[src/hw/rtl/pcci_pkg.sv]
// shared types, widths and helpers for the clamped-integral pid controller
package pcci_pkg;

  localparam int GAIN_W  = 24;
  localparam int DRIVE_W = 32;
  localparam int ERR_W   = DRIVE_W + 1;
  localparam int PROD_W  = GAIN_W + 1 + ERR_W;
  localparam int ACC_W   = PROD_W + 2;
  localparam int FRAC_W  = 16;
  localparam int CFG_W   = 32;
  localparam int IDX_W   = 3;

  typedef enum logic [IDX_W-1:0] {
    REG_GAIN_PROP  = 3'd0,
    REG_GAIN_INT   = 3'd1,
    REG_GAIN_DERIV = 3'd2,
    REG_DRIVE_MIN  = 3'd3,
    REG_DRIVE_MAX  = 3'd4,
    REG_AUTOMATIC  = 3'd5,
    REG_REVERSE    = 3'd6
  } reg_idx_t;

  localparam logic CMD_COMPUTE = 1'b0;
  localparam logic CMD_RESUME  = 1'b1;

  typedef struct packed {
    logic [GAIN_W-1:0]         gain_prop;
    logic [GAIN_W-1:0]         gain_int_per_sample;
    logic [GAIN_W-1:0]         gain_deriv_per_sample;
    logic signed [DRIVE_W-1:0] drive_min;
    logic signed [DRIVE_W-1:0] drive_max;
    logic                      automatic_cfg;
    logic                      reverse_acting;
  } cfg_t;

  typedef struct packed {
    logic                      cmd;
    logic signed [DRIVE_W-1:0] measurement;
    logic signed [DRIVE_W-1:0] target;
  } item_t;

  typedef struct packed {
    logic signed [DRIVE_W-1:0] drive;
    logic                      updated;
  } res_t;

  // upper limit tested first, so an inverted pair resolves to the lower limit
  function automatic logic signed [DRIVE_W-1:0] clamp_drive(
    input logic signed [ACC_W-1:0]   v,
    input logic signed [DRIVE_W-1:0] lo,
    input logic signed [DRIVE_W-1:0] hi
  );
    logic signed [ACC_W-1:0] r;
    r = v;
    if (r > ACC_W'(hi)) r = ACC_W'(hi);
    if (r < ACC_W'(lo)) r = ACC_W'(lo);
    return r[DRIVE_W-1:0];
  endfunction

endpackage

[src/hw/rtl/pcci_cfg.sv]
// configuration register file for the pid controller
module pcci_cfg (
  input  logic                      clk,
  input  logic                      rst_n,
  input  logic                      cfg_we,
  input  logic [pcci_pkg::IDX_W-1:0] cfg_idx,
  input  logic [pcci_pkg::CFG_W-1:0] cfg_wdata,
  output pcci_pkg::cfg_t            cfg
);
  import pcci_pkg::*;

  cfg_t cfg_r;

  always_ff @(posedge clk) begin
    if (!rst_n) begin
      cfg_r.gain_prop             <= '0;
      cfg_r.gain_int_per_sample   <= '0;
      cfg_r.gain_deriv_per_sample <= '0;
      cfg_r.drive_min             <= '0;
      cfg_r.drive_max             <= {1'b0, {(DRIVE_W-1){1'b1}}};
      cfg_r.automatic_cfg         <= 1'b0;
      cfg_r.reverse_acting        <= 1'b0;
    end else if (cfg_we) begin
      unique case (reg_idx_t'(cfg_idx))
        REG_GAIN_PROP:  cfg_r.gain_prop             <= cfg_wdata[GAIN_W-1:0];
        REG_GAIN_INT:   cfg_r.gain_int_per_sample   <= cfg_wdata[GAIN_W-1:0];
        REG_GAIN_DERIV: cfg_r.gain_deriv_per_sample <= cfg_wdata[GAIN_W-1:0];
        REG_DRIVE_MIN:  cfg_r.drive_min             <= $signed(cfg_wdata[DRIVE_W-1:0]);
        REG_DRIVE_MAX:  cfg_r.drive_max             <= $signed(cfg_wdata[DRIVE_W-1:0]);
        REG_AUTOMATIC:  cfg_r.automatic_cfg         <= cfg_wdata[0];
        REG_REVERSE:    cfg_r.reverse_acting        <= cfg_wdata[0];
        default: ;
      endcase
    end
  end

  assign cfg = cfg_r;

endmodule

[config.mk]
export PLATFORM = sky130hd
export DESIGN_NAME = pcci_cfg
export DESIGN_NICKNAME = d
export VERILOG_FILES = /design/src/hw/rtl/pcci_pkg.sv /design/src/hw/rtl/pcci_cfg.sv
export SDC_FILE = /design/constraint.sdc
export NUM_CORES = 1
export LEC_CHECK = 0
export ABC_AREA = 1
export BUFFER_PORTS_ARGS = -buffer_cell sky130_fd_sc_hd__buf_2
export CORE_MARGIN = 3
export CORE_UTILIZATION = 50
export DETAILED_ROUTE_END_ITERATION = 7
export PLACE_DENSITY = 0.88
export SKIP_CTS_REPAIR_TIMING = 1
export SYNTH_ARGS = -nofsm -noshare
export SYNTH_HDL_FRONTEND = slang
export SYNTH_SLANG_ARGS = --single-unit
[constraint.sdc]
create_clock -name clk -period 1 [get_ports clk]
set_clock_uncertainty 0.05 [all_clocks]
set_input_delay 0.1 -clock clk [delete_from_list [all_inputs] [get_ports clk]]
set_output_delay 0.1 -clock clk [all_outputs]
set_load 0.02 [all_outputs]
---- After elaboration in Yosys (flattened, before gate mapping) ----
Index checks and enable logic that the tools add are counted.
W data, S select, Z words.
cells by class
  equal/unequal tests ..................... 6
  reductions and logical operators ........ 8
operators by type and width
  kind                  count
  $reduce_and A2 Y1     7
  $eq A3 B3 Y1 const B  3
  $eq A3 B2 Y1 const B  2
  $eq A3 B1 Y1 const B  1
  $logic_not A3 Y1      1
word-level totals
  register bits after elaboration ......... 138
  output and inout port bits .............. 138
  logic and storage cells ................. 21

---- Longest topological paths before layout ----
Gate-level depths: netlist of the first run.
  depth after elaboration ................. 2
  gate-level depth with buffers ........... 7
  depth with buffers taken out ............ 5

---- Worst setup path after synthesis of the first run ----
No wires, ideal clock.
  path type ............................... input -> register
  start ................................... input rst_n
  end ..................................... register cfg_r, in the netlist cfg[13]
  library setup time ...................... 0.130 ns
  arrival ................................. 0.734 ns
  slack ................................... 0.086 ns
  stages .................................. 3
  path through ............................ clkbuf_1 -> clkbuf_1 -> nand3_1
RTL lines
  what                RTL line        source
  start: declaration  pcci_cfg.sv:4   input logic rst_n,
  end: declaration    pcci_cfg.sv:12  cfg_t cfg_r;
No word-level cell between the ends.

---- Worst setup path after layout of the first run ----
  start ................................... register cfg_r, in the netlist cfg[28]
  end ..................................... output cfg[28] (netlist bit)
RTL lines
  what              RTL line       source
  end: declaration  pcci_cfg.sv:8  output pcci_pkg::cfg_t cfg
No word-level cell between the ends.

==> key figures, run 1 <==
Run status
  – Status: complete, but fails checks
  – Failing checks: negative setup slack

Synthesis
  – Netlist cell types: 15
  – Post-synth top area share: 50.8%
  – Synth warnings: 0
  – Post-synthesis instance area: 5440 um^2
  – Top cells by area, synth: dfxtp_1 (51%), nor2_1 (15%), nand3_1 (13%)
  – Proportion of synthesized chip area in sequential cells: 50.8%
  – FF+latch count, synth: 138
  – Post-Syn Instances: 763
  – Syn_nets: 801
  – Syn_area_per_cell: 7.13 um^2
  – Leading area contributor after synthesis: dfxtp_1

Timing
  – Final Hold Violating Endpoints: 0
  – RSZ-0062 raised after global routing: true
  – Fmax: 857 MHz
  – Final TNS setup: -17380 ps
  – Fin crit share: 117%
  – Final min period: 1170 ps
  – Least-Margin Pin Slew: 292 ps
  – Setup ws final: -167 ps
  – Setup-failing EPs final: 138
  – Hold slack: 94.9 ps
  – Slew Viols, Final: 0
  – Relative slew slack: 80.5%

Global route
  – Antenna violations before repair: 0
  – First-pass GRT wire length: approximately 24 mm
  – Vias in the first global route: 4897
  – Grt total ovfl: 0
  – GRT Overall Usage: 25.4%
  – Pin count of the biggest net entering global routing: 44

Floorplan
  – Die area: 12200 um^2
  – I/O pin total: about 180
  – Placement Rows: 37
  – Starting Density: between 50% and 60%
  – Die height: around 110 um
  – Core area: 10500 um^2
  – Die Span X: 110 um

Clock tree
  – TritonCTS clock tree: built
  – Worst skew pair latency: 510 ps
  – TritonCTS Buffers: 17
  – CTS max path bufs: 2
  – Clk sink count: around 140
  – Root Driver: clkbuf_8
  – Clock-pin transition on the worst setup and hold timing paths: 60 ps
  – H-tree depth: 4

Setup path
  – Crit-path max cell delay: 370 ps
  – Worst setup EP type: output pin
  – Slowest CP cell: dfxtp_2
  – Crit path launch type: flop
  – Critical Path, Cell by Cell: buf_6
  – FF-to-FF End: cfg[41]
  – Worst-case reg-to-reg path depth: 3
  – Flop2flop setup slack: ~210 ps
  – Reg2reg start: cfg[41]
  – Arrival @ worst endpoint: 1020 ps
  – Crit path max fanout: 2
  – Delay-heaviest family, CP: flip-flops
  – Critical path type: reg -> out
  – WP buf/inv: 1
  – WP data required: 850 ps

Hold path
  – Worst Hold Path EP: cfg[61]
  – Hold Startpoint: cfg_idx[2]
  – Hold Path Stages: 6
  – Hold Crit Class: in -> reg

Place
  – Post-DP HPWL: 10.8 mm
  – Final GP Congestion: 0.870
  – IO Port Bufs: between 150 and 200

Power
  – Reg power frac: a little over two fifths
  – Pint: 10.0 mW
  – Switching share of power: 27.5%
  – Logic pwr share: 14.0%
  – Sw power: 3.80 mW
  – Power per cell area: roughly 1600 nW/um^2
  – Clock share of power: 43.3%
  – Max VDD drop: 1.49 mV
  – P_leak: 4.03 nW

Layout
  – Layout cells sized above 1: between 40 and 50%
  – Max reg flops: around 140
  – Final nets: 1019
  – N_diodes: 0
  – Synth-to-Final Area Change: 58.8%
  – Fill count: 597

Route
  – Initial DRC count: 543
  – Post-route ant nets: 0
  – 1st-pass router iterations: 6
  – DRC Markers: 0
  – DR WL/cell: 17.4 um
  – Routed WL: approximately 20 mm
  – Via density: roughly 5.4
  – Vias: about 6100

Run
  – Max-Cap Viols: 0
logic make-up (layout without fill, tap and decap cells):
group                  count (synthesis)  count (layout)  share of synthesized area, %
AO/OA/AOI/OAI                          2               2                         0.184
buffers and inverters                 88             319                          8.06
flip-flops                           138             138                          50.8
AND/OR/NAND/NOR                      535             535                          40.9
stage by stage:
stage	power (mW)	cells	area, um^2	util, %	setup slack, ps
2_1_floorplan	6.83	763	5440	-	86.3
3_3_place_gp	7.39	1056	6640	63.4	-90.2
3_5_place_dp	7.42	1056	6640	63.4	-87.7
4_1_cts	13.3	1088	7200	68.8	-218
5_1_grt	14.2	1130	8630	82.5	-194
6_report	13.8	1130	8630	82.5	-167
final cells by class:
cell class	count	area (um^2)	share of cell area, %
Sequential cell	138	2940	34.0
Timing Repair Buffer	249	2580	29.9
Multi-Input combinational cell	537	2240	26.0
Clock buffer	18	428	4.96
Tap cell	136	170	1.97
Inverter	38	143	1.65
Clock inverter	14	136	1.58
synthesized netlist by cell type:
master and n:
buf_6 3, a21oi_1 2, inv_2 5, dfxtp_1 138
nand3_1 138, nand2_1 175, buf_2 17, nor2_1 212
nor2_2 5, inv_1 33, buf_1 2, buf_4 17
clkbuf_1 11, nor2_4 4, nand2_2 1
power groups by stage:
stage | clock, mW | combinational (mW) | sequential [mW]
after global routing | 6.26 | 2.07 | 5.91
after CTS | 5.99 | 1.51 | 5.79
after floorplan | 0 | 0.688 | 6.14
final | 5.98 | 1.93 | 5.89
after global placement | 0 | 1.48 | 5.91
after detailed placement | 0 | 1.50 | 5.91
cell usage in the layout, fill, tap and decap left out, types with 3 or more instances in the layout:
master,instances
buf_12,16
buf_2,36
buf_4,26
buf_6,138
clkbuf_16,16
clkinv_4,3
dfxtp_2,138
dlygate4sd3_1,33
inv_1,33
inv_2,5
inv_6,5
nand2_1,175
nand3_1,138
nor2_1,212
nor2_2,4
nor2_4,5
worst max-delay path by stage:
stage | startpoint | to | slack, ps | cells after the start
3_3_place_gp | cfg_idx[0] | cfg[29] | -90 | 6
2_1_floorplan | rst_n | cfg[13] | 90 | 3
6_report | cfg[28] | cfg[28] | -170 | 1
4_1_cts | cfg[83] | cfg[83] | -220 | 1
3_5_place_dp | cfg_idx[1] | cfg[41] | -90 | 7
5_1_grt | cfg[28] | cfg[28] | -190 | 1
per-layer routing:
metal  wire [um]  track usage (%)  vias to the layer above
li1            -                -                     2811
met1        6860             32.8                     2792
met2       10100             40.6                      373
met3        1770             6.99                       93
met4         944             9.85                        0
met5           0                0                        -
(Power assumes the default switching activity.)
==> run 2: changes to the inputs <==
CORE_UTILIZATION = 45   (was 50)
PLACE_DENSITY = 0.81   (was 0.88)
==> run 2 against run 1 <==
The flow still finishes with violations (negative setup slack). Power about the same. Sequential power barely moved. Critical path type unchanged. Highest routed layer unchanged. Sequential share of layout area increased by 0.26 points. Combinational power decreased by 2%. Cell count decreased by 0.18%. Setup slack gained 100 ps.
==> key figures, run 2 (synthesis results as in run 1) <==
Route
  – Initial DRC count: 741 (+36%)
  – Vias: 5902 (-2.8%)
  – DR WL/cell: 16.8 um (-3.5%)
  – DRC Markers: 0 (unchanged)
  – Routed WL: 19.0 mm (-3.7%)
  – Post-route ant nets: 0 (unchanged)
  – 1st-pass router iterations: 7 (+1)
  – Via density: 5.23 (-2.6%)

Floorplan
  – Die Span X: 116 um (+5.1%)
  – Placement Rows: 39 (+5.4%)
  – Starting Density: 46.8% (-5.2 points)
  – I/O pin total: 176 (unchanged)
  – Core area: 11600 um^2 (+11%)
  – Die height: 116 um (+5.1%)
  – Die area: 13400 um^2 (+10%)

Timing
  – Setup ws final: -64.0 ps (+103 ps)
  – RSZ-0062 raised after global routing: true
  – Final Hold Violating Endpoints: 0 (unchanged)
  – Fmax: 940 MHz (+9.7%)
  – Slew Viols, Final: 0 (unchanged)
  – Hold slack: 90.3 ps (-4.63 ps)
  – Final min period: 1060 ps (-103 ps)
  – Least-Margin Pin Slew: 288 ps (-3.87 ps)
  – Relative slew slack: 80.8% (+0.24 points)
  – Final TNS setup: -3490 ps (+13890 ps)
  – Setup-failing EPs final: 138 (unchanged)
  – Fin crit share: 106% (-10 points)

Global route
  – Fraction of met1 tracks used by global routing: 30.2% (-2.6 points)
  – Grt total ovfl: 0 (unchanged)
  – Met3 Resource Use GR: 7.26% (+0.27 points)
  – Most crowded layer after global routing: met2
  – GRT Overall Usage: 23.3% (-2.1 points)
  – Vias in the first global route: 4846 (-1.0%)
  – Pin count of the biggest net entering global routing: 60 (+36%)
  – Met2 GRT Util: 37.5% (-3.1 points)
  – First-pass GRT wire length: 24.3 mm (+1.2%)
  – Antenna violations before repair: 1 (+1)

Layout
  – Final Non-Filler Cells: 1128 (-0.18%)
  – Multi-input gate area: 2240 um^2 (unchanged)
  – Leading cell types in the layout, fill and taps excluded: nor2_1 (212), nand2_1 (175), nand3_1 (138), dfxtp_2 (138), buf_6 (138)
  – Storage cell area: 2940 um^2 (unchanged)
  – Max reg flops: 138 (unchanged)
  – Final Cell Area: 8570 um^2 (-0.75%)
  – Layout cells sized above 1: 39.4% (-0.91 points)
  – Fill count: 774 (+30%)
  – Final nets: 1010 (-0.88%)
  – Util after Layout: 73.8% (-8.7 points)
  – Most common cell after layout, fill and taps aside: nor2_1
  – Synth-to-Final Area Change: 57.6%

Setup path
  – Crit path launch type: flop
  – Arrival @ worst endpoint: 910 ps (-110 ps)
  – Flop2flop setup slack: 220 ps (about the same)
  – Worst-case reg-to-reg path depth: 3 (unchanged)
  – Crit path max fanout: 2 (unchanged)
  – Delay-heaviest family, CP: flip-flops
  – WP buf/inv: 1 (unchanged)
  – Critical Path, Cell by Cell: buf_6
  – WP data required: 850 ps (about the same)
  – Critical path type: reg -> out
  – Crit-path max cell delay: 360 ps (about the same)
  – Slowest CP cell: dfxtp_2
  – Stages on worst setup path: 1 (unchanged)
  – Worst setup EP type: output pin

Run status
  – Failing checks: negative setup slack
  – Status: complete, but fails checks

Power
  – Power per cell area: 1610 nW/um^2 (+0.72%)
  – Sw power: 3.50 mW (-7.8%)
  – Clock share of power: 43.6% (+0.3 points)
  – P_leak: 3.98 nW (-1.2%)
  – Max VDD drop: 1.27 mV (-14%)
  – Logic pwr share: 13.7% (-0.3 points)
  – Pwr Total: 13.8 mW (about the same)
  – Reg power frac: 42.7% (about the same)
  – Pint: 10.3 mW (+2.9%)
  – Switching share of power: 25.4% (-2.1 points)

Hold path
  – Hold Path Stages: 3 (-3)
  – Hold Crit Class: in -> reg

Clock tree
  – Clock-pin transition on the worst setup and hold timing paths: 60 ps (about the same)
  – CTS max path bufs: 2 (unchanged)
  – Root Driver: clkbuf_16
  – Clk sink count: 138 (unchanged)
  – TritonCTS clock tree: built
  – TritonCTS Buffers: 17 (unchanged)
  – H-tree depth: 4 (unchanged)
  – Worst skew pair latency: 420 ps (-90 ps)

Place
  – Final GP Congestion: 0.805 (-7.4%)
  – Post-Place Cells: 1057 (+0.095%)
  – IO Port Bufs: 175 (unchanged)
  – Post-DP HPWL: 10.8 mm (-0.23%)
  – Placed inst area: 6590 um^2 (-0.74%)
  – Pre-CTS WS: -95.9 ps (-8.19 ps)

Run
  – Max-Cap Viols: 0 (unchanged)
==> run 2: power groups by stage <==
stage,combinational [mW],clock [mW],sequential [mW]
finish,1.89,6.01,5.89
CTS,1.50,6.04,5.80
detailed placement,1.50,0,5.92
global route,2.04,6.31,5.91
global placement,1.47,0,5.91
floorplan,0.688,0,6.14
==> run 2: metal layers <==
metal  vias to the layer above  share of wire (%)  wire [um]
li1                       2790                  -          -
met1                      2710                 38       7200
met2                       360                 51       9620
met3                        42                8.9       1690
met4                         0                2.4        456
met5                         -                  0          0
==> run 2: worst register-to-register path: cells and delay by family (launching register included) <==
family / cells / cell delay (ps)
buffers and inverters: 1 / 130
DFF: 1 / 330
and+or+nand+nor: 2 / 170
==> run 2: area by class of cell <==
type / instances / area share (%)
multi-input cells: 537 / 26.2
well taps: 143 / 2.09
clock buffers: 25 / 5.90
clock inverters: 6 / 0.730
diodes: 1 / 0.0292
flip-flops and latches: 138 / 34.3
inverters: 38 / 1.66
repair buffers: 240 / 29.2
==> run 2: final timing paths <==
check	startpoint	endpoint
worst max-delay path	cfg[71]	cfg[71]
worst max register to register	cfg[99]	cfg[99]
worst min-delay path	rst_n	cfg[20]
worst min register to register	cfg[19]	cfg[19]
